$ cat config.mk
export PLATFORM = sky130hd
export DESIGN_NAME = xdu_post
export DESIGN_NICKNAME = d
export VERILOG_FILES = /design/src/rtl/core/xdu_pkg.sv /design/src/rtl/core/xdu_post.sv
export SDC_FILE = /design/constraint.sdc
export NUM_CORES = 1
export LEC_CHECK = 0
export ABC_AREA = 1
export BUFFER_PORTS_ARGS = -buffer_cell sky130_fd_sc_hd__buf_4
export CELL_PAD_IN_SITES_DETAIL_PLACEMENT = 1
export CELL_PAD_IN_SITES_GLOBAL_PLACEMENT = 1
export CORE_ASPECT_RATIO = 1.4
export CORE_UTILIZATION = 25
export DETAILED_ROUTE_END_ITERATION = 8
export GPL_TIMING_DRIVEN = 0
export PLACE_DENSITY_LB_ADDON = 0.1
export SYNTH_ARGS = -nofsm -noshare
export SYNTH_HDL_FRONTEND = slang
export SYNTH_SLANG_ARGS = --single-unit
$ cat constraint.sdc
create_clock -name vclk -period 2.9
set_input_delay 0.58 -clock vclk [all_inputs]
set_output_delay 0.58 -clock vclk [all_outputs]
set_load 0.05 [all_outputs]
$ cat src/rtl/core/xdu_pkg.sv
// ============================================================================
// xdu_pkg : shared types and constants of the x86 divide unit
// Operand size and status codes, and the records that travel down the pipe.
// ============================================================================
package xdu_pkg;

    localparam int unsigned N_CELLS = 32;

    // Operand size codes; the unused code is treated as 32-bit.
    localparam logic [1:0] SZ_8  = 2'd0;
    localparam logic [1:0] SZ_16 = 2'd1;
    localparam logic [1:0] SZ_32 = 2'd2;

    // Result status codes.
    localparam logic [1:0] ST_DONE     = 2'd0;
    localparam logic [1:0] ST_DIVZERO  = 2'd1;
    localparam logic [1:0] ST_OVERFLOW = 2'd2;

    // Signed quotient limits per operand size.
    localparam logic [31:0] Q8_MAX  = 32'h0000_007F;
    localparam logic [31:0] Q16_MAX = 32'h0000_7FFF;
    localparam logic [31:0] Q32_MAX = 32'h7FFF_FFFF;

    typedef struct packed {
        logic        mode;
        logic [1:0]  size;
        logic [31:0] acc_low;
        logic [31:0] acc_high;
        logic [31:0] divisor;
    } t_req;

    // Side information carried alongside the division.
    typedef struct packed {
        logic        mode;
        logic [1:0]  size;
        logic        vneg;
        logic        qneg;
        logic        dz;
        logic        hi_ovf;
        logic [31:0] acc_low;
        logic [31:0] acc_high;
    } t_ctl;

    // Contents of one division cell.
    typedef struct packed {
        logic [31:0] rem;
        logic [31:0] quo;
        logic [31:0] dmag;
        t_ctl        ctl;
    } t_stage;

    typedef struct packed {
        logic [31:0] new_acc_low;
        logic [31:0] new_acc_high;
        logic [1:0]  status;
    } t_res;

endpackage

$ cat src/rtl/core/xdu_post.sv
// ============================================================================
// xdu_post : result fix-up
// Restores the signs of quotient and remainder, applies the quotient range
// checks and merges the results into the accumulator registers.
// ============================================================================
module xdu_post (
    input  xdu_pkg::t_stage i_stage,
    output xdu_pkg::t_res   o_res
);

    logic [31:0] w_qm;
    logic [31:0] w_rm;
    logic [31:0] w_q;
    logic [31:0] w_r;
    logic        w_ovf;
    logic [31:0] w_lo;
    logic [31:0] w_hi;

    always_comb begin
        w_qm = i_stage.quo;
        w_rm = i_stage.rem;
        w_q  = i_stage.ctl.qneg ? (~w_qm + 32'd1) : w_qm;
        w_r  = i_stage.ctl.vneg ? (~w_rm + 32'd1) : w_rm;

        // A negative quotient may reach one past the positive limit.
        case (i_stage.ctl.size)
            xdu_pkg::SZ_8: begin
                if (i_stage.ctl.mode) begin
                    w_ovf = i_stage.ctl.qneg ? (w_qm > (xdu_pkg::Q8_MAX + 32'd1))
                                             : (w_qm > xdu_pkg::Q8_MAX);
                end else begin
                    w_ovf = |w_qm[31:8];
                end
                w_lo = {i_stage.ctl.acc_low[31:16], w_r[7:0], w_q[7:0]};
                w_hi = i_stage.ctl.acc_high;
            end
            xdu_pkg::SZ_16: begin
                if (i_stage.ctl.mode) begin
                    w_ovf = i_stage.ctl.qneg ? (w_qm > (xdu_pkg::Q16_MAX + 32'd1))
                                             : (w_qm > xdu_pkg::Q16_MAX);
                end else begin
                    w_ovf = |w_qm[31:16];
                end
                w_lo = {i_stage.ctl.acc_low[31:16], w_q[15:0]};
                w_hi = {i_stage.ctl.acc_high[31:16], w_r[15:0]};
            end
            default: begin
                if (i_stage.ctl.mode) begin
                    w_ovf = i_stage.ctl.hi_ovf |
                            (i_stage.ctl.qneg ? (w_qm > (xdu_pkg::Q32_MAX + 32'd1))
                                              : (w_qm > xdu_pkg::Q32_MAX));
                end else begin
                    w_ovf = i_stage.ctl.hi_ovf;
                end
                w_lo = w_q;
                w_hi = w_r;
            end
        endcase

        if (i_stage.ctl.dz) begin
            o_res.new_acc_low  = i_stage.ctl.acc_low;
            o_res.new_acc_high = i_stage.ctl.acc_high;
            o_res.status       = xdu_pkg::ST_DIVZERO;
        end else if (w_ovf) begin
            o_res.new_acc_low  = i_stage.ctl.acc_low;
            o_res.new_acc_high = i_stage.ctl.acc_high;
            o_res.status       = xdu_pkg::ST_OVERFLOW;
        end else begin
            o_res.new_acc_low  = w_lo;
            o_res.new_acc_high = w_hi;
            o_res.status       = xdu_pkg::ST_DONE;
        end
    end

endmodule

Yosys cells after proc, flatten, opt, wreduce, memory -nomap -nowiden
Index checks and enable logic that the tools add are counted.
W data, S select, Z words.
- register bits after elaboration: 0
- add/subtract/negate cells: 2
- magnitude comparators: 6
- eq/ne operators: 1
- muxes and demuxes: 13
- bitwise gates (word level): 3
- reductions and logical operators: 3
- operators with widths (operator ; count):
    $mux W66 ; 2
    $pmux W32 S2 ; 2
    $add A32 B1 Y32 const B ; 2
    $mux W32 ; 2
    $not A32 Y32 ; 2
    $gt A32 B15 Y1 const B ; 1
    $gt A32 B16 Y1 const B ; 1
    $gt A32 B31 Y1 const B ; 1
    $gt A32 B32 Y1 const B ; 1
    $gt A32 B7 Y1 const B ; 1
    $gt A32 B8 Y1 const B ; 1
    $reduce_or A24 Y1 ; 1
    $reduce_or A16 Y1 ; 1
    $mux W1 ; 6
    $eq A2 B1 Y1 const B ; 1
    $logic_not A2 Y1 ; 1
    $pmux W1 S2 ; 1
    $or A1 B1 Y1 ; 1

Depth between registers and ports, before layout
- word-level depth: 7
- depth in mapped cells: 17
- depth with buffers taken out: 15

Least setup slack after synthesis
No wires, ideal clock.
- path kind: in2out
- from: input port i_stage[124] (netlist name)
- to: output port o_res[25] (netlist name)
- data arrival time: 2.617 ns
- setup slack: -0.297 ns
- stages on the path: 9
- buffers on the path: 0
- cells stage by stage: nor2_2 -> nand3_1 -> nor3_1 -> nand4_1 -> nand2_1 -> nand3_2 -> inv_2 -> nand2_1 -> o21ai_0
- RTL lines (element ; RTL line ; text):
    from (decl) ; xdu_post.sv:7 ; input xdu_pkg::t_stage i_stage,
    to (decl) ; xdu_post.sv:8 ; output xdu_pkg::t_res o_res

==> metrics.cfg <==
[layout]
drive_above_1_share_pct=39.2
nClkBuffers=0
fin_nets=1109
instances_no_fill=1116
seq_area_um2=0
utilization_pct=45.5
antenna_cells=0
seq_cells=0
areaGrowthSynthToFinish_pct=76.3

[setup_path]
start_kind=primary input
required_ns=2.32
arrival_ns=2.31
cpMaxStageDelayCell=nor3_2
end_kind=output pin
crit_chain=buf_4, nor2_1, nand3_1, nor3_2, nand4_1, nand2_2, nand2_1, nand2_4, buf_8, nand2_8, clkbuf_16, o21ai_2, buf_6
setup.worst_path.start=i_stage[116]
critPathKind=in -> out
critPathMaxStageDelay_ns=0.19
crit_end=o_res[41]
crit_fanout=7

[power]
pwr-share-comb_pct=100.0
power_switching_share_pct=61.4
p_int_uw=422
seq_power_share_pct=0
switchingPower_uw=671
vdd_drop_max_uv=88.4
p_total_uw=1090
power.share.clock_pct=0
powerDensity_nw_per_um2=185
leakagePower_uw=0.00308

[synth]
avgSynthCellArea_um2=4.70
seq_area_frac_synth_pct=0
yosys.cell_count.top_type=nand2_1
postSynthNetCount=880
ys_types=34
ys_top_cells_by_count=nand2_1 (218), inv_1 (129), nor2_1 (103), nand3_1 (68), xor2_1 (34)
synth_warnings=0
synthCells=711
synth_top_area_cell=nand2_1
syn_area_um2=3340
synth_top_area_share_pct=24.5
synthTopCellsByArea=nand2_1 (24%), inv_1 (14%), nor2_1 (12%)

[die]
dieHeight_um=139
ioPinCount=233
core.rowCount=49
core_um2=12900
dieArea_um2=13800
die_x_um=99.7
start_util_pct=25.8

[route]
firstDrtPassIters=4
drtAntennaViolNets=0
wl_per_cell_um=15.2
route.detailed.drc=0
drt_iter0_drc=83
vias_per_cell=4.67
num_vias=5216
wirelength_um=17000

[global_routing]
antenna_found_initial=0
grtUsageTotal_pct=22.7
grt_pass1_wl_um=25800
grt_pass1_vias=5297
gr-total-overflow=0
grt_max_degree=11

[clocking]
holdBufCountCts=0

[place]
routabilityCongestion=0.909
dp.cells=1089
io_buffers=200
hpwl_um=14200

[timing]
timing.hold.ws_ns=1.48
slew_violations=0
worstMarginPinSlew_ns=0.566
post-route-period-util_pct=99.7
rsz0062_at_grt=yes
setup_viol=0
finalHoldViolations=0
tns_ns=0
max_slew_margin_pct=62.3
clock.fmax_ghz=0.346
period_minus_slack_ns=2.89

[job]
cap_viol_max_count=0

[outcome]
outcome=complete, no violations

[hold_path]
min-delay-path-class=in -> out

[power by group through the flow]
stage / Clock (µW) / Combinational, µW / Sequential, µW
finish: 0 / 1090 / 0
global route: 0 / 1170 / 0
CTS: 0 / 1020 / 0
detailed placement: 0 / 965 / 0
global placement: 0 / 949 / 0
floorplan: 0 / 581 / 0
[stage by stage]
stage / setup WS, ns / cell area [µm²]
global placement: -0.418 / 5080
floorplan: -0.0531 / 3350
detailed placement: -0.400 / 5080
global route: -0.0833 / 5890
finish: 0.00876 / 5890
CTS: -0.0116 / 5430
[worst max-delay path, delay by kind of cell]
| family | cells | cell delay (ns) |
|---|---|---|
| and+or+nand+nor | 8 | 1.00 |
| buffers and inverters | 4 | 0.61 |
| AOI/OAI and AO/OA | 1 | 0.12 |
[logic make-up after synthesis]
group	after synthesis	share of synthesized area, %
xor gates and xnor gates	40	10.5
adders and majority gates	2	0.749
and+or+nand+nor	425	53.1
AOI/OAI and AO/OA	91	16.9
buffers and inverters	153	18.8
[cell type report]
class,count,area (µm²)
buffer,22,169
fill,1810,7050
timing repair buffer,227,1900
multi-input combinational,558,3090
inverter,131,504
tap,178,223
[worst min path at each step]
stage	from	to	slack (ns)	depth (start not counted)
after floorplan	i_stage[65]	o_res[0]	1.33	1
after global placement	i_stage[65]	o_res[1]	1.48	3
after detailed placement	i_stage[65]	o_res[1]	1.48	3
after CTS	i_stage[65]	o_res[1]	1.48	3
after global routing	i_stage[65]	o_res[1]	1.50	3
final	i_stage[65]	o_res[1]	1.48	3
[routing by layer]
layer / part of all wire (%) / GRT usage (%) / up-vias
met3: 3.9 / 1.31 / 12
met1: 41 / 27.1 / 2398
met4: 1.1 / 2.24 / 0
li1: - / - / 2650
met5: 0 / 0 / -
met2: 54 / 44.9 / 156
[timing repair]
| action | 4_1_cts | 5_1_grt |
|---|---|---|
| pin swaps | 13 | 33 |
| buffers inserted | 10 | 15 |
| gates cloned | 1 | 1 |
| gates resized for setup | 84 | 107 |
| setup endpoints to repair | 65 | 64 |
[cells in the final DEF, fill, tap and decap left out, types with 5 or more instances in the layout]
| master | n |
|---|---|
| a21oi_1 | 15 |
| buf_2 | 5 |
| buf_4 | 190 |
| buf_6 | 34 |
| buf_8 | 8 |
| clkbuf_1 | 5 |
| inv_1 | 109 |
| inv_2 | 18 |
| nand2_1 | 184 |
| nand2_2 | 33 |
| nand3_1 | 64 |
| nand4_1 | 9 |
| nor2_1 | 80 |
| nor2_2 | 19 |
| nor2_4 | 11 |
| nor3_1 | 5 |
| o21a_1 | 13 |
| o21ai_0 | 25 |
| o21ai_1 | 6 |
| o21ai_2 | 15 |
| xnor2_1 | 6 |
| xor2_1 | 34 |
(Power assumes the default switching activity.)
