**src/rtl/core/xdu_pkg.sv**
```systemverilog
// ============================================================================
// xdu_pkg : shared types and constants of the x86 divide unit
// Operand size and status codes, and the records that travel down the pipe.
// ============================================================================
package xdu_pkg;

    localparam int unsigned N_CELLS = 32;

    // Operand size codes; the unused code is treated as 32-bit.
    localparam logic [1:0] SZ_8  = 2'd0;
    localparam logic [1:0] SZ_16 = 2'd1;
    localparam logic [1:0] SZ_32 = 2'd2;

    // Result status codes.
    localparam logic [1:0] ST_DONE     = 2'd0;
    localparam logic [1:0] ST_DIVZERO  = 2'd1;
    localparam logic [1:0] ST_OVERFLOW = 2'd2;

    // Signed quotient limits per operand size.
    localparam logic [31:0] Q8_MAX  = 32'h0000_007F;
    localparam logic [31:0] Q16_MAX = 32'h0000_7FFF;
    localparam logic [31:0] Q32_MAX = 32'h7FFF_FFFF;

    typedef struct packed {
        logic        mode;
        logic [1:0]  size;
        logic [31:0] acc_low;
        logic [31:0] acc_high;
        logic [31:0] divisor;
    } t_req;

    // Side information carried alongside the division.
    typedef struct packed {
        logic        mode;
        logic [1:0]  size;
        logic        vneg;
        logic        qneg;
        logic        dz;
        logic        hi_ovf;
        logic [31:0] acc_low;
        logic [31:0] acc_high;
    } t_ctl;

    // Contents of one division cell.
    typedef struct packed {
        logic [31:0] rem;
        logic [31:0] quo;
        logic [31:0] dmag;
        t_ctl        ctl;
    } t_stage;

    typedef struct packed {
        logic [31:0] new_acc_low;
        logic [31:0] new_acc_high;
        logic [1:0]  status;
    } t_res;

endpackage

```
**src/rtl/core/xdu_prep.sv**
```systemverilog
// ============================================================================
// xdu_prep : operand preparation
// Builds the dividend and divisor at the selected size, takes their
// magnitudes, and checks whether the quotient can exceed 32 bits.
// ============================================================================
module xdu_prep (
    input  logic           i_clk,
    input  logic           i_rst_n,
    input  logic           i_en,
    input  logic           i_valid,
    input  xdu_pkg::t_req  i_req,
    output logic           o_valid,
    output xdu_pkg::t_stage o_stage
);

    logic [63:0]     w_dvd;
    logic [63:0]     w_dvd_neg;
    logic [31:0]     w_dsr;
    logic [31:0]     w_dsr_neg;
    logic            w_vsign;
    logic            w_dsign;
    logic            w_vneg;
    logic            w_dneg;

    logic            r_valid_a;
    logic [63:0]     r_vmag;
    logic [31:0]     r_dmag;
    xdu_pkg::t_ctl   r_ctl_a;
    xdu_pkg::t_ctl   n_ctl_a;
    xdu_pkg::t_ctl   n_ctl_b;

    logic            r_valid_b;
    xdu_pkg::t_stage r_stage;

    always_comb begin
        case (i_req.size)
            xdu_pkg::SZ_8: begin
                w_dvd     = {48'd0, i_req.acc_low[15:0]};
                w_dsr     = {24'd0, i_req.divisor[7:0]};
                w_vsign   = i_req.acc_low[15];
                w_dsign   = i_req.divisor[7];
                w_dvd_neg = {48'd0, ~i_req.acc_low[15:0] + 16'd1};
                w_dsr_neg = {24'd0, ~i_req.divisor[7:0] + 8'd1};
            end
            xdu_pkg::SZ_16: begin
                w_dvd     = {32'd0, i_req.acc_high[15:0], i_req.acc_low[15:0]};
                w_dsr     = {16'd0, i_req.divisor[15:0]};
                w_vsign   = i_req.acc_high[15];
                w_dsign   = i_req.divisor[15];
                w_dvd_neg = {32'd0, ~{i_req.acc_high[15:0], i_req.acc_low[15:0]} + 32'd1};
                w_dsr_neg = {16'd0, ~i_req.divisor[15:0] + 16'd1};
            end
            default: begin
                w_dvd     = {i_req.acc_high, i_req.acc_low};
                w_dsr     = i_req.divisor;
                w_vsign   = i_req.acc_high[31];
                w_dsign   = i_req.divisor[31];
                w_dvd_neg = ~{i_req.acc_high, i_req.acc_low} + 64'd1;
                w_dsr_neg = ~i_req.divisor + 32'd1;
            end
        endcase
        w_vneg = i_req.mode & w_vsign;
        w_dneg = i_req.mode & w_dsign;

        n_ctl_a.mode     = i_req.mode;
        n_ctl_a.size     = i_req.size;
        n_ctl_a.vneg     = w_vneg;
        n_ctl_a.qneg     = w_vneg ^ w_dneg;
        n_ctl_a.dz       = (w_dsr == 32'd0);
        n_ctl_a.hi_ovf   = 1'b0;
        n_ctl_a.acc_low  = i_req.acc_low;
        n_ctl_a.acc_high = i_req.acc_high;
    end

    // The quotient exceeds 32 bits when the upper dividend half alone
    // already reaches the divisor.
    always_comb begin
        n_ctl_b        = r_ctl_a;
        n_ctl_b.hi_ovf = (r_vmag[63:32] >= r_dmag);
    end

    always_ff @(posedge i_clk) begin
        if (!i_rst_n) begin
            r_valid_a <= 1'b0;
            r_valid_b <= 1'b0;
        end else if (i_en) begin
            r_valid_a <= i_valid;
            r_valid_b <= r_valid_a;
        end
    end

    always_ff @(posedge i_clk) begin
        if (i_en) begin
            r_vmag  <= w_vneg ? w_dvd_neg : w_dvd;
            r_dmag  <= w_dneg ? w_dsr_neg : w_dsr;
            r_ctl_a <= n_ctl_a;

            // The upper dividend half seeds the partial remainder.
            r_stage.rem  <= r_vmag[63:32];
            r_stage.quo  <= r_vmag[31:0];
            r_stage.dmag <= r_dmag;
            r_stage.ctl  <= n_ctl_b;
        end
    end

    assign o_valid = r_valid_b;
    assign o_stage = r_stage;

endmodule

```
**config.mk**
```make
export PLATFORM = sky130hd
export DESIGN_NAME = xdu_prep
export DESIGN_NICKNAME = d
export VERILOG_FILES = /design/src/rtl/core/xdu_pkg.sv /design/src/rtl/core/xdu_prep.sv
export SDC_FILE = /design/constraint.sdc
export NUM_CORES = 1
export LEC_CHECK = 0
export ABC_AREA = 1
export CAP_MARGIN = 20
export CORE_MARGIN = 10
export CORE_UTILIZATION = 40
export CTS_CLUSTER_SIZE = 10
export DETAILED_ROUTE_END_ITERATION = 7
export DONT_BUFFER_PORTS = 1
export MAX_ROUTING_LAYER = met4
export PLACE_DENSITY_LB_ADDON = 0.08
export REMOVE_ABC_BUFFERS = 1
export SLEW_MARGIN = 20
export SYNTH_ARGS = -nofsm -noshare
export SYNTH_HDL_FRONTEND = slang
export SYNTH_SLANG_ARGS = --single-unit
export TNS_END_PERCENT = 1
```
**constraint.sdc**
```tcl
create_clock -name i_clk -period 2.2 [get_ports i_clk]
set_clock_uncertainty 0.05 [all_clocks]
set_input_delay 0.55 -clock i_clk [delete_from_list [all_inputs] [get_ports i_clk]]
set_output_delay 0.55 -clock i_clk [all_outputs]
set_load 0.005 [all_outputs]
```
After elaboration in Yosys (flattened, before gate mapping)
Cells that the tools add are included.
{"block": "word_totals", "output_inout_bits": 168, "register_bits": 335, "elab_cells": 49, "inputBits": 103}
{"block": "classes", "eq_ne": 1, "n_reduce_logical": 2, "muxes": 8, "bitwise": 9, "magnitude_cmp": 1, "add_sub_neg": 6}
{"cell": "64-bit case mux with 2 select lines", "n": 2}
{"cell": "32-bit case mux with 2 select lines", "n": 2}
{"cell": "32-bit by 1-bit adder with 32-bit output (second input constant)", "n": 2}
{"cell": "64-bit by 1-bit adder with 64-bit output (second input constant)", "n": 1}
{"cell": "64-bit 2-to-1 mux", "n": 1}
{"cell": "32-bit NOT", "n": 2}
{"cell": "64-bit NOT", "n": 1}
{"cell": "16-bit by 1-bit adder with 16-bit output (second input constant)", "n": 2}
{"cell": "32-bit greater-or-equal comparator", "n": 1}
{"cell": "32-bit logical NOT", "n": 1}
{"cell": "32-bit 2-to-1 mux", "n": 1}
{"cell": "16-bit NOT", "n": 2}
{"cell": "8-bit by 1-bit adder with 8-bit output (second input constant)", "n": 1}
{"cell": "8-bit NOT", "n": 1}
{"cell": "1-bit case mux with 2 select lines", "n": 2}
{"cell": "1-bit AND", "n": 2}
{"cell": "2-bit by 1-bit == test with 1-bit output (second input constant)", "n": 1}
{"cell": "2-bit logical NOT", "n": 1}
{"cell": "1-bit bitwise XOR", "n": 1}

Longest topological paths before layout
{"block": "logic_depth", "ltp_word": 4, "mapped_depth": 12, "ltp_nobuf": 11}

Worst setup path after synthesis
Ideal clock, no wire load.
{"block": "synth_timing", "path_type": "input to register", "from": "input i_req[64] (netlist name)", "to": "register r_vmag[40] (data pin)", "cell_stages": 9, "n_path_buf": 0, "setup_time_ns": 0.255, "setup_slack_ns": 0.299, "arrival_ns": 1.597, "required_time_ns": 1.895, "cell_sequence": "inv_1 ha_1 nand2_1 nor2_4 nand2_2 nor2_4 nand4_1 a21oi_1 nor2_1"}
{"block": "synth_between", "elab_chain_cells": 4}
{"item": "start, declared", "line": "xdu_prep.sv:11", "text": "input xdu_pkg::t_req i_req,"}
{"item": "64-bit NOT", "line": "xdu_prep.sv:58", "text": "w_dvd_neg = ~{i_req.acc_high, i_req.acc_low} + 64'd1;"}
{"item": "64-bit by 1-bit adder with 64-bit output", "line": "xdu_prep.sv:58"}
{"item": "64-bit case mux with 2 select lines", "line": "xdu_prep.sv:36", "text": "case (i_req.size)"}
{"item": "64-bit 2-to-1 mux", "line": "xdu_prep.sv:94", "text": "r_vmag <= w_vneg ? w_dvd_neg : w_dvd;"}
{"item": "end signal, assigned", "line": "xdu_prep.sv:94"}
{"item": "end, declared", "line": "xdu_prep.sv:26", "text": "logic [63:0] r_vmag;"}
Every way passes these cells.
A chain may end at the register's enable or synchronous reset.

==> reports/qor.log <==
[status] status finished clean
[floorplanning] floorplan core area 37800 um^2
[yosys] warnings from Yosys 0
[critical_path] start-to-end type of the worst setup path reg2reg
[yosys] number of enable flip-flop cells after synthesis 333
[routing] overall via count from detail_route 10900
[sta] count of pins over their slew limit 0
[critical_path] critical path launch point r_dmag[21]
[finish] Antenna Diode Count 0
[floorplanning] number of core rows 71
[critical_path] largest driver fanout on the critical path 2
[routing] DRC 0
[clock_network] CTS resizes 0
[floorplanning] IO Count 271
[yosys] Cells after Synth 1481
[clock_network] clock slew at the register clock pins of the worst setup and hold paths 60 ps
[routing] via count normalized by instance count 5.26
[yosys] flop and latch count out of synthesis 335
[yosys] number of distinct standard cells referenced by the synthesized netlist 37
[clock_network] maximum level of the CTS H-tree 2
[sta] min cycle time layout 1970 ps
[min_path] path type of the worst min-delay path in2reg
[global_routing] number of antenna violations at the first check in global routing 1
[sta] post-route fraction of the period consumed by the critical path 89.7%
[critical_path] capture point of the worst path o_stage[64]
[routing] post-detailed-route count of antenna-violating nets 0
[finish] fill cell total of the finished layout 3588
[sta] slew at the pin with the worst max-slew slack 1070 ps
[critical_path] setup slack, reg-to-reg 230 ps
[finish] commonest non-fill, non-tap cell in the layout sky130_fd_sc_hd__edfxtp_1
[clock_network] maximum buffer depth of the clock tree 3
[pwr] maximum resistive drop on vdd 0.574 mV
[global_routing] pin count of the biggest net entering global routing 337
[clock_network] clock root buffer master sky130_fd_sc_hd__clkbuf_16
[global_routing] global-route wire length before repair 70.2 mm
[floorplanning] Initial Util 40.8%
[critical_path] R2R Path Start r_dmag[21]
[placed_design] port bufs 0
[finish] nets@finish 1686
[critical_path] CP Data Arrival Time 2330 ps
[finish] commonest cells after routing, fill and taps aside sky130_fd_sc_hd__edfxtp_1 (333), sky130_fd_sc_hd__nand2_1 (321), sky130_fd_sc_hd__nor2_1 (255)
[yosys] total standard cell area after synthesis 15400 um^2
[critical_path] worst reg-to-reg path cell count 9
[clock_network] number of buffers created by CTS 41
[pwr] power density over cell area 859 nW/um^2
[yosys] sequential fraction of the synthesis area 65.0%
[sta] RSZ-0062 raised after global routing false
[clock_network] number of clock sinks 335
[global_routing] combined global-route utilization of all metal layers 20.8%
[finish] share of final-layout standard cells stronger than drive strength 1 9.17%
[clock_network] clock insertion delay at the later pin of the skew report 560 ps
[sta] final hold violation count 0
[yosys] Top FF cell, synth sky130_fd_sc_hd__edfxtp_1
[routing] total length of routed wires 48.0 mm
[clock_network] CTS tree done
[critical_path] startpoint kind of the worst setup timing path flop
[routing] routed wire length per instance 23.2 um
[run] max_cap viols 0
[critical_path] Data required, critical path 2560 ps
[floorplanning] Die X 216 um
[placed_design] routability cong. 0.925
[global_routing] via count of the first global-routing pass 10600
[routing] Detailed Route Iter0 Violations 1067
[global_routing] remaining global-route overflow 0
[sta] setup TNS after final layout 0 ps
[pwr] leakage power 6.76 nW
[sta] worst path setup slack after routing 228 ps
[finish] post-synthesis to final-layout area growth 13.4%
[sta] maximum frequency from static timing analysis 507 MHz
[sta] relative slew slack 28.4%
[yosys] Mean Syn Cell Area 10.4 um^2
[clock_network] hold buffers post-CTS 0
[finish] final core occ 46.3%
[sta] Setup violations, final 0
[floorplanning] Chip Height 216 um
[routing] first-pass iteration count of the detailed router 5
[floorplanning] Die Outline Area 46900 um^2
[clock_network] post-CTS repair timing setup buffer count 0
[critical_path] crit path capture type flop
[yosys] Async S/R FF share, synth 0%
[placed_design] placement-stage worst setup slack -76.7 ps
[critical_path] R2R Path End o_stage[64]
[placed_design] placed wire-length estimate after detailed placement 35.8 mm
[how the worst min path moves through the flow]
| stage | from | to | slack [ps] | cells after the start |
|---|---|---|---|---|
| after floorplan | n_ctl_b[0] | o_stage[0] | 350 | 0 |
| after global placement | n_ctl_b[42] | o_stage[42] | 350 | 0 |
| after detailed placement | n_ctl_b[20] | o_stage[20] | 350 | 0 |
| after CTS | i_req[98] | n_ctl_b[70] | 4 | 0 |
| after global routing | i_req[38] | n_ctl_b[6] | 8 | 0 |
| final | i_req[98] | n_ctl_b[70] | 40 | 0 |
[through the flow]
stage	cells	total power [mW]	cell area (um^2)	hold slack, ps
floorplan	1452	8.58	15300	350
global placement	2017	9.04	16300	350
detailed placement	2017	9.05	16300	355
CTS	2070	15.2	17500	4.26
global route	2070	15.7	17500	7.82
finish	2070	15.0	17500	37.4
[Yosys cell counts, drive strengths merged, types with 7 or more instances]
master | instances | area, um^2
clkbuf | 9 | 33.8
o22ai | 9 | 56.3
nand2 | 327 | 1250
inv | 151 | 567
nor2 | 276 | 1130
edfxtp | 333 | 10000
buf | 20 | 146
xor2 | 16 | 140
nor3 | 14 | 70.1
nand3 | 119 | 616
o21ai | 56 | 292
ha | 34 | 425
a21oi | 57 | 285
nand3b | 7 | 52.6
nand4 | 31 | 194
[where the power goes]
group          internal [mW]  switching, mW  total [mW]
sequential              7.70          0.311        8.01
combinational          0.350          0.567       0.917
clock                   3.70           2.42        6.11
total                   11.7           3.29        15.0
[per-layer routing]
metal | wire (um) | vias up | track usage (%)
met3 | 4330 | 59 | 6.94
met5 | 0 | - | -
met4 | 901 | 0 | 4.78
met1 | 21000 | 5274 | 26.9
met2 | 21800 | 376 | 31.1
li1 | - | 5170 | -
[state kept, by name, indices dropped and copies added, names as in the netlist]
signal     count
r_dmag        32
o_stage      167
o_valid        1
r_valid_a      1
n_ctl_b       70
r_vmag        64
[worst max-delay path, cell delays in order, from the launching register on]
cell and delay, ps:
sky130_fd_sc_hd__edfxtp_1 480, sky130_fd_sc_hd__inv_1 70, sky130_fd_sc_hd__ha_1 290, sky130_fd_sc_hd__nand2_1 60, sky130_fd_sc_hd__nor2_1 160, sky130_fd_sc_hd__nand4_1 150
sky130_fd_sc_hd__nor3_1 210, sky130_fd_sc_hd__buf_4 190, sky130_fd_sc_hd__nand4_1 70, sky130_fd_sc_hd__nand3_1 90
[kinds of logic (layout without fill, tap and decap cells)]
group / after synthesis / after routing / synth area share (%)
and+or+nand+nor: 777 / 777 / 21.5
buffers and inverters: 181 / 259 / 4.87
xor gates and xnor gates: 21 / 21 / 1.19
DFF: 335 / 335 / 65.0
adders and majority gates: 34 / 34 / 2.76
AOI/OAI and AO/OA: 133 / 133 / 4.62
[cell type report]
| type | count | area (um^2) | share of cell area (%) |
|---|---|---|---|
| multi-input combinational | 965 | 4650 | 26.6 |
| tap | 511 | 639 | 3.65 |
| timing repair buffer | 54 | 430 | 2.46 |
| clock buffer | 46 | 1090 | 6.21 |
| sequential | 335 | 10000 | 57.3 |
| inverter | 152 | 572 | 3.27 |
| clock inverter | 7 | 91.3 | 0.522 |
Note: power is estimated with default switching activity, not from simulation.
