File: src/rtl/core/xdu_pkg.sv
// ============================================================================
// xdu_pkg : shared types and constants of the x86 divide unit
// Operand size and status codes, and the records that travel down the pipe.
// ============================================================================
package xdu_pkg;

    localparam int unsigned N_CELLS = 32;

    // Operand size codes; the unused code is treated as 32-bit.
    localparam logic [1:0] SZ_8  = 2'd0;
    localparam logic [1:0] SZ_16 = 2'd1;
    localparam logic [1:0] SZ_32 = 2'd2;

    // Result status codes.
    localparam logic [1:0] ST_DONE     = 2'd0;
    localparam logic [1:0] ST_DIVZERO  = 2'd1;
    localparam logic [1:0] ST_OVERFLOW = 2'd2;

    // Signed quotient limits per operand size.
    localparam logic [31:0] Q8_MAX  = 32'h0000_007F;
    localparam logic [31:0] Q16_MAX = 32'h0000_7FFF;
    localparam logic [31:0] Q32_MAX = 32'h7FFF_FFFF;

    typedef struct packed {
        logic        mode;
        logic [1:0]  size;
        logic [31:0] acc_low;
        logic [31:0] acc_high;
        logic [31:0] divisor;
    } t_req;

    // Side information carried alongside the division.
    typedef struct packed {
        logic        mode;
        logic [1:0]  size;
        logic        vneg;
        logic        qneg;
        logic        dz;
        logic        hi_ovf;
        logic [31:0] acc_low;
        logic [31:0] acc_high;
    } t_ctl;

    // Contents of one division cell.
    typedef struct packed {
        logic [31:0] rem;
        logic [31:0] quo;
        logic [31:0] dmag;
        t_ctl        ctl;
    } t_stage;

    typedef struct packed {
        logic [31:0] new_acc_low;
        logic [31:0] new_acc_high;
        logic [1:0]  status;
    } t_res;

endpackage

File: src/rtl/core/xdu_cell.sv
// ============================================================================
// xdu_cell : one restoring division step
// Shifts one dividend bit into the partial remainder, subtracts the divisor
// when it fits, and shifts the quotient bit in.
// ============================================================================
module xdu_cell (
    input  logic            i_clk,
    input  logic            i_rst_n,
    input  logic            i_en,
    input  logic            i_valid,
    input  xdu_pkg::t_stage i_stage,
    output logic            o_valid,
    output xdu_pkg::t_stage o_stage
);

    logic [32:0]     w_trial;
    logic [33:0]     w_diff;
    logic            w_fits;
    xdu_pkg::t_stage n_stage;

    logic            r_valid;
    xdu_pkg::t_stage r_stage;

    always_comb begin
        w_trial = {i_stage.rem, i_stage.quo[31]};
        w_diff  = {1'b0, w_trial} - {2'b00, i_stage.dmag};
        w_fits  = ~w_diff[33];

        n_stage      = i_stage;
        n_stage.rem  = w_fits ? w_diff[31:0] : w_trial[31:0];
        n_stage.quo  = {i_stage.quo[30:0], w_fits};
    end

    always_ff @(posedge i_clk) begin
        if (!i_rst_n) begin
            r_valid <= 1'b0;
        end else if (i_en) begin
            r_valid <= i_valid;
        end
    end

    always_ff @(posedge i_clk) begin
        if (i_en) begin
            r_stage <= n_stage;
        end
    end

    assign o_valid = r_valid;
    assign o_stage = r_stage;

endmodule

File: config.mk
export PLATFORM = sky130hd
export DESIGN_NAME = xdu_cell
export DESIGN_NICKNAME = d
export VERILOG_FILES = /design/src/rtl/core/xdu_pkg.sv /design/src/rtl/core/xdu_cell.sv
export SDC_FILE = /design/constraint.sdc
export NUM_CORES = 1
export LEC_CHECK = 0
export BUFFER_PORTS_ARGS = -buffer_cell sky130_fd_sc_hd__buf_2
export CORE_ASPECT_RATIO = 0.5
export CORE_MARGIN = 1
export CORE_UTILIZATION = 43
export CTS_CLUSTER_SIZE = 10
export DETAILED_ROUTE_END_ITERATION = 10
export PLACE_DENSITY = 0.77
export SYNTH_ARGS = -nofsm -noshare
export SYNTH_HDL_FRONTEND = slang
export SYNTH_SLANG_ARGS = --single-unit
File: constraint.sdc
create_clock -name i_clk -period 3.4 [get_ports i_clk]
set_clock_uncertainty 0.2 [all_clocks]
set_input_delay 0.68 -clock i_clk [delete_from_list [all_inputs] [get_ports i_clk]]
set_output_delay 0.68 -clock i_clk [all_outputs]
set_load 0.02 [all_outputs]
After elaboration in Yosys (flattened, before gate mapping). Cells that the tools add are included.

Add/subtract/negate cells: 1. Multiplexer cells: 1. Bitwise operators: 1.

Operator list (count): 33-bit by 32-bit subtractor with 34-bit output (1); 32-bit 2-to-1 mux (1); 1-bit NOT (1).

Register bits: 168. Bits of input ports: 171. Output and inout port bits: 168.

Logic depth before layout (Yosys ltp). Gate-level depths: netlist of the first run.

Word-level depth: 2. Mapped depth: 12. Gate-level depth less buffers: 12.

Least setup slack after synthesis of the first run. No wires, ideal clock.

Path kind: input -> register. From: input port i_stage[134] in the netlist's numbering. To: register r_stage, in the netlist o_stage[161] (data pin). Library setup time: 260 ps. Arrival time: 3086 ps. Data required time: 2940 ps. Setup slack: -146 ps. Stages on the path: 12. Buffers on the path: 0. Cell sequence: inv_1 -> ha_1 -> inv_1 -> fa_1 -> a211oi_1 -> o211a_1 -> o31ai_2 -> a221o_1 -> a2111oi_4 -> o21bai_2 -> xor2_1 -> mux2_4.

RTL lines: start: declaration (line xdu_cell.sv:11) `input xdu_pkg::t_stage i_stage,`; end signal: assignment (line xdu_cell.sv:44) `r_stage <= n_stage;`; end: declaration (line xdu_cell.sv:22) `xdu_pkg::t_stage r_stage;`.

==> results.cfg, run 1 <==
[run_status]
outcome = finished clean

[sta]
fin_tns_setup_ns = 0
post-route-period-util_pct = 96.6
setup_viol = 0
period_minus_slack_ns = 3.28
tightest_slew_ns = 0.750
relSlewSlack_pct = 50.0
fmax_ghz = 0.305
finalHoldViolations = 0
rsz0062_at_grt = yes
final_max_slew_viol_count = 0
final.setup.worst_slack_ns = 0.117

[logic_synthesis]
synth_common_cells = edfxtp_1 (167), inv_1 (40), ha_1 (32), a21oi_1 (27)
syn-num-nets = 693
yosysTopAreaCellShare_pct = 68.1
yosys_warnings = 0
synth_top_family_by_area = compound AO/OA/AOI/OAI gates
synth.distinct_cells = 59
avgSynthCellArea_um2 = 15.1
yosysSeqAreaShare_pct = 68.4
synth-simple-area-share_pct = 5.64
synth-main-ff-cell = edfxtp_1
synth-adder-area-share_pct = 5.71
synth_edf_count = 167
synth_compound_area_share_pct = 9.69
ys_ff_latch = 168
yosys.area.top_type = edfxtp_1
synth-xor-area-share_pct = 2.86
async_flop_share_pct = 0
synth_area_um2 = 7360
synth_top_cells_by_area = edfxtp_1 (68%), ha_1 (5.4%), mux2_1 (4.0%)
synthMuxAreaShare_pct = 5.01
yosysMostFrequentCell = edfxtp_1
postSynthCellCount = 489

[route]
routedWlPerCell_um = 17.2
wirelength_mm = 19.4
dr_total_vias = 5637
ant_nets = 0
drc_errors = 0
first_pass_iters = 4
dr.first_iter.drc_count = 309
viasPerCell = 5.00

[critical_path]
crit_path_end_kind = register
required_ns = 3.36
cp-start-kind = primary input
worstSetupPathType = in2reg
crit_arrival_ns = 3.25
crit_fanout = 4
startpoint = i_stage[134]
r2r_start = o_valid

[die]
fp.dieH_um = 94.5
boundaryPins = 339
fp.dieW_um = 187
die-area_um2 = 17700
coreArea_um2 = 16600
start_util_pct = 44.5
num_rows = 33

[pwr]
p_switching_mw = 1.65
leakagePower_nw = 4.63
vdd_drop_max_mv = 0.331
p_per_area_nw_per_um2 = 550
p_int_mw = 4.03
swShare_pct = 29.0
p_seq_share_pct = 45.1
comb_power_share_pct = 20.3
pwr-share-clk_pct = 34.6

[clocking]
cts_sinks = 168
cts_root_buffer = clkbuf_16
cts_hold_buffers = 0
insertion_delay_ns = 0.41
cts_max_level = 4
cts_tree = yes
clk_path_buf_depth = 2
cts-buffers-inserted = 17
clkTransAtPathRegs_ns = 0.07

[hold_path]
hold_class = in2reg
min-delay-start = i_stage[0]

[place]
gp_congestion = 0.873
io_buffers = 338
hpwl_mm = 15.1
dpl.cell_count = 1094
dp_slack_ns = -0.338

[layout]
final_layout_size_suffix_gt1_share_pct = 48.1
area_delta_synth_final_pct = 40.2
nets = 1091
regArea_um2 = 5030
fillers = 1314
multi_input_area_um2 = 2150
fin_cells = 1128

[global_routing]
antenna_found_initial = 0
grt_max_degree = 76
overflow = 0
grt_pass1_vias = 5352
grt_pass1_wl_mm = 28.5
track_usage_pct = 21.0

[flow_run]
cap_violations = 0
## power by group through the flow
stage | combinational, mW | clock (mW) | sequential (mW)
2_1_floorplan | 0.387 | 0 | 2.87
3_3_place_gp | 1.12 | 0 | 2.60
3_5_place_dp | 1.15 | 0 | 2.61
4_1_cts | 1.15 | 2.01 | 2.56
5_1_grt | 1.23 | 2.09 | 2.58
6_report | 1.15 | 1.97 | 2.56
## registers in the layout, summed over array words and instances, names as in the netlist
register  count
o_stage     167
o_valid       1
## timing repair
action	in CTS	in global routing
resized for setup	0	2
endpoints found under the setup margin	0	2
buffers inserted	0	1
## worst max-delay path, cell delays in order
cell,delay [ns]
buf_2,0.09
inv_1,0.06
ha_1,0.16
inv_1,0.05
fa_2,0.34
a211oi_2,0.26
o211a_1,0.23
o31ai_2,0.10
a221o_1,0.36
buf_4,0.18
a31oi_4,0.18
o211ai_1,0.11
nor3b_1,0.14
mux2_1,0.30
## per-layer routing
layer	GRT usage, %	up-vias	share of wire, %
met2	37.7	171	52
met5	0	-	0
li1	-	2663	-
met4	5.74	0	1.1
met1	26.3	2780	43
met3	4.09	23	4.0
## layout make-up
cell class | instances | share of cell area (%)
antenna | 1 | 0.0242
clock buffer | 17 | 4.12
clock inverter | 15 | 1.72
inverter | 40 | 1.45
multi-input combinational | 274 | 20.8
sequential | 168 | 48.8
tap | 227 | 2.75
timing repair buffer | 386 | 20.3
## worst paths after layout
path,end,slack (ns),cells after the start
setup / recovery,o_stage[165],0.12,14
hold / removal,o_stage[0],0.23,1
setup reg to reg,o_valid,2.62,2
hold reg to reg,o_valid,0.31,2
## stage by stage
stage | util [%] | area (um2) | hold WS (ns) | power [mW]
CTS | 62.2 | 10300 | 0.204 | 5.73
detailed placement | 58.5 | 9690 | 0.307 | 3.76
global placement | 58.5 | 9690 | 0.296 | 3.72
finish | 62.3 | 10300 | 0.228 | 5.68
floorplan | - | 7370 | 0.389 | 3.25
global route | 62.3 | 10300 | 0.203 | 5.90
## layout by cell type, fill, tap and decap left out, types with 9 or more instances in the layout
cell type / Yosys / routed
xor2_1: 9 / 9
o21ai_0: 11 / 11
ha_1: 32 / 32
a21oi_1: 27 / 27
nor2_1: 15 / 15
buf_4: 1 / 45
and3_1: 10 / 10
nand2_1: 26 / 26
a21o_1: 9 / 9
inv_1: 40 / 40
buf_2: 2 / 337
clkbuf_16: 0 / 17
edfxtp_1: 167 / 167
xnor2_1: 15 / 15
mux2_1: 26 / 26
## cell families after synthesis
family / count (synthesis)
flops: 168
xor+xnor: 24
simple gates: 85
fa+ha+maj: 33
compound gates: 99
buf+inv: 47
mux: 33
Power figures use the tool's default switching activity.
==> run 2, diff against run 1 <==
Settings changed: CORE_ASPECT_RATIO 0.5 to 2.
==> results.cfg, run 2 (same netlist as run 1, synthesis figures left out) <==
[clocking]
cts_tree = yes
cts_sinks = 168
cts_hold_buffers = 0
cts_root_buffer = clkbuf_16
clk_path_buf_depth = 2
clkTransAtPathRegs_ns = 0.07
cts-buffers-inserted = 17
cts_max_level = 4
insertion_delay_ns = 0.42

[die]
fp.dieW_um = 94.5
die-area_um2 = 17700
num_rows = 67
fp.dieH_um = 187
start_util_pct = 43.9
coreArea_um2 = 16800
boundaryPins = 339

[critical_path]
required_ns = 3.37
worstSetupPathType = in2reg
cp-start-kind = primary input
worst_path_largest_cell_delay_ns = 0.39
crit_slowest_cell = a221o_1
path_buf_inv = 4
crit_arrival_ns = 3.25
crit_path_end_kind = register
cp_top_family = compound AO/OA/AOI/OAI gates
crit_chain = buf_2 -> inv_1 -> ha_1 -> inv_1 -> fa_2 -> a211oi_2 -> o211a_1 -> o31ai_2 -> a221o_1 -> a2111oi_4 -> buf_4 -> xnor2_1 -> mux2_2
crit_fanout = 4
crit_top_cell = inv_1

[layout]
mostFrequentLayoutCells = buf_2 (337), edfxtp_1 (167), buf_4 (54)
multi_input_area_um2 = 2140
final_core_utilization_pct = 61.6
fillers = 1403
regArea_um2 = 5030
area_delta_synth_final_pct = 40.3
largest_reg_flops = 167
nets = 1100
fin_cells = 1117
layout_commonest_cell = buf_2
final_layout_size_suffix_gt1_share_pct = 48.4
finalInstanceArea_um2 = 10300

[pwr]
vdd_drop_max_mv = 0.311
p_per_area_nw_per_um2 = 547
leakagePower_nw = 4.67
fin_total_pwr_mw = 5.65

[place]
gp_congestion = 0.902
dpl.cell_count = 1083
dp_slack_ns = -0.403
hpwl_mm = 16.3
postPlaceCellArea_um2 = 9740
io_buffers = 338

[route]
dr_total_vias = 5636
drc_errors = 0
first_pass_iters = 4
routedWlPerCell_um = 18.4
viasPerCell = 5.05
dr.first_iter.drc_count = 211
ant_nets = 0
wirelength_mm = 20.5

[global_routing]
grt_pass1_vias = 5775
grt_max_degree = 69
antenna_found_initial = 1
grt_pass1_wl_mm = 30.1
overflow = 0
track_usage_pct = 23.2

[hold_path]
hold_class = in2reg

[sta]
tightest_slew_ns = 0.509
fmax_ghz = 0.305
final.setup.worst_slack_ns = 0.118
finalHoldViolations = 0
fin_tns_setup_ns = 0
relSlewSlack_pct = 65.7
final_max_slew_viol_count = 0
setup_viol = 0
period_minus_slack_ns = 3.28
holdWs_ns = 0.226
post-route-period-util_pct = 96.5
rsz0062_at_grt = no

[flow_run]
cap_violations = 0

[run_status]
outcome = finished clean
## run 2: metal layers
layer  part of all wire, %  up-vias  routed length [um]  global-route usage, %
li1                      -     2673                   -                      -
met1                    34     2685                7070                   22.7
met2                    56      229               11400                   43.8
met3                   6.4       49                1310                   5.53
met4                   3.5        0                 728                   11.2
met5                     0        -                   0                      0
## run 2: final timing paths
check	startpoint	to	slack, ns	cells after the start
hold reg to reg	o_valid	o_valid	0.35	2
hold / removal	i_stage[103]	o_stage[104]	0.23	1
setup / recovery	i_stage[134]	o_stage[157]	0.12	13
setup reg to reg	o_valid	o_valid	2.59	2
## run 2: worst reg2reg max path, stage by stage, from the launching register on
cell	delay (ns)
dfxtp_1	0.32
mux2i_1	0.13
nor2b_1	0.06
## run 2: final cells by class
type	instances	share of cell area, %
multi-input combinational	274	20.7
clock buffer	19	4.19
antenna	1	0.0242
clock inverter	13	1.41
inverter	40	1.45
timing repair buffer	395	20.9
tap	207	2.51
sequential	168	48.7
## run 2: repair_timing
item / CTS / global route
setup buffers: 0 / 1
endpoints found under the setup margin: 0 / 3
gates resized for setup: 0 / 1
## run 2: power breakdown
part | switching (mW) | internal (mW) | total [mW]
registers | 0.0513 | 2.51 | 2.56
logic | 0.699 | 0.480 | 1.18
clock network | 0.817 | 1.10 | 1.91
==> run 3, diff against run 2 <==
--- a/config.mk
+++ b/config.mk
@@ -8,5 +8,5 @@
 export BUFFER_PORTS_ARGS = -buffer_cell sky130_fd_sc_hd__buf_2
 export CORE_ASPECT_RATIO = 2
-export CORE_MARGIN = 1
+export CORE_MARGIN = 4
 export CORE_UTILIZATION = 43
 export CTS_CLUSTER_SIZE = 10
@@ -16,2 +16,3 @@
 export SYNTH_HDL_FRONTEND = slang
 export SYNTH_SLANG_ARGS = --single-unit
+export TNS_END_PERCENT = 1
--- a/constraint.sdc
+++ b/constraint.sdc
@@ -3,3 +3,3 @@
 set_input_delay 0.68 -clock i_clk [delete_from_list [all_inputs] [get_ports i_clk]]
 set_output_delay 0.68 -clock i_clk [all_outputs]
-set_load 0.02 [all_outputs]
+set_load 0.1 [all_outputs]
==> results.cfg, run 3 (same netlist as run 1, synthesis figures left out) <==
[sta]
finalHoldViolations = 0
post-route-period-util_pct = 97.7
fin_tns_setup_ns = 0
setup_viol = 0
final_max_slew_viol_count = 0
relSlewSlack_pct = 64.6
rsz0062_at_grt = yes
holdWs_ns = 0.229
period_minus_slack_ns = 3.32
fmax_ghz = 0.301
tightest_slew_ns = 0.535

[place]
gp_congestion = 0.899
io_buffers = 338
hpwl_mm = 17.3

[clocking]
clkTransAtPathRegs_ns = 0.07
cts_root_buffer = clkbuf_16
clk_path_buf_depth = 2
cts_sinks = 168
insertion_delay_ns = 0.42
cts_hold_buffers = 0
cts_max_level = 4
cts-buffers-inserted = 17
cts_tree = yes

[global_routing]
antenna_found_initial = 4
grtUsageMet3_pct = 4.39
grt_max_degree = 57
busiest_layer = met2
track_usage_pct = 21.5
grt_pass1_vias = 5844
grt_pass1_wl_mm = 31.4
overflow = 0
met1_usage_pct = 23.4
grt_use_met2_pct = 40.3

[route]
routedWlPerCell_um = 19.3
wirelength_mm = 21.6
first_pass_iters = 6
ant_nets = 0
dr.first_iter.drc_count = 165
drc_errors = 0
viasPerCell = 5.05
dr_total_vias = 5659

[layout]
regArea_um2 = 5030
multi_input_area_um2 = 2170
final_layout_size_suffix_gt1_share_pct = 49.1
area_delta_synth_final_pct = 41.0
mostFrequentLayoutCells = buf_2 (337), edfxtp_1 (167), buf_4 (56)
nets = 1103
layout_commonest_cell = buf_2
fillers = 1350
largest_reg_flops = 167

[critical_path]
crit_fanout = 3
rr_worst_depth = 2
required_ns = 3.37
crit_chain = buf_2 -> inv_2 -> ha_2 -> inv_1 -> fa_2 -> a211oi_2 -> o211a_1 -> o31ai_4 -> a221o_1 -> a2111oi_4 -> o21bai_2 -> xor2_1 -> mux2_4
crit_arrival_ns = 3.29
crit_slowest_cell = fa_2
reg2reg_setup_slack_ns = 2.59
cp-start-kind = primary input
worstSetupPathType = in2reg
crit_path_end_kind = register
r2r_start = o_valid
worst_path_largest_cell_delay_ns = 0.40
r2r-end = o_valid

[pwr]
vdd_drop_max_mv = 0.326
leakagePower_nw = 4.68
p_per_area_nw_per_um2 = 656
fin_total_pwr_mw = 6.81

[die]
num_rows = 67
start_util_pct = 43.9
die-area_um2 = 19400
fp.dieH_um = 193
boundaryPins = 339
coreArea_um2 = 16800
fp.dieW_um = 101

[hold_path]
whs_path_depth = 1
hold_class = in2reg
holdPathEnd = o_stage[65]
min-delay-start = i_stage[65]

[flow_run]
cap_violations = 0

[run_status]
outcome = finished clean
==> run 3: critical path, delay by kind of cell <==
kind                     cells  cell delay, ns
multiplexers                 1            0.25
XOR/XNOR                     1            0.14
AO/OA/AOI/OAI                6            1.44
buffers and inverters        3            0.21
adder cells (fa/ha/maj)      2            0.57
==> run 3: worst max-delay path by stage <==
| stage | start | end | cells after the start | slack [ns] |
|---|---|---|---|---|
| floorplan | i_stage[134] | o_stage[161] | 12 | -0.07 |
| global placement | i_stage[134] | o_stage[161] | 13 | -0.33 |
| detailed placement | i_stage[134] | o_stage[165] | 14 | -0.35 |
| CTS | i_stage[134] | o_stage[165] | 14 | 0.08 |
| global route | i_stage[134] | o_stage[165] | 14 | -0.03 |
| finish | i_stage[134] | o_stage[161] | 13 | 0.08 |
==> run 3: timing repair <==
item | CTS | global route
setup buffers | 0 | 1
endpoints found under the setup margin | 0 | 2
resized for setup | 0 | 8
==> run 3: per-layer routing <==
metal / part of all wire [%] / vias to the layer above
met3: 5.6 / 33
li1: - / 2679
met1: 35 / 2727
met2: 57 / 216
met5: 0.097 / -
met4: 2.4 / 4
==> run 3: metrics by stage <==
step                area, um2  setup WS, ns  utilization (%)  std cells
CTS                     10300        0.0792             61.6       1118
global route            10400       -0.0283             61.9       1121
detailed placement       9760        -0.354             58.2       1086
floorplan                7370       -0.0719                -        489
global placement         9760        -0.328             58.2       1086
finish                  10400        0.0783             61.9       1121
==> run 3: report_power, final <==
part	switching, mW	internal [mW]	total (mW)
clock	0.847	1.05	1.90
sequential	0.0486	2.51	2.56
combinational	1.86	0.485	2.35
==> run 3: area by class of cell <==
class,count,share of cell area (%)
inverter,40,1.45
timing repair buffer,398,21.1
multi-input combinational,274,20.9
clock buffer,19,4.27
clock inverter,13,1.29
antenna,2,0.0482
sequential,168,48.5
tap,207,2.49
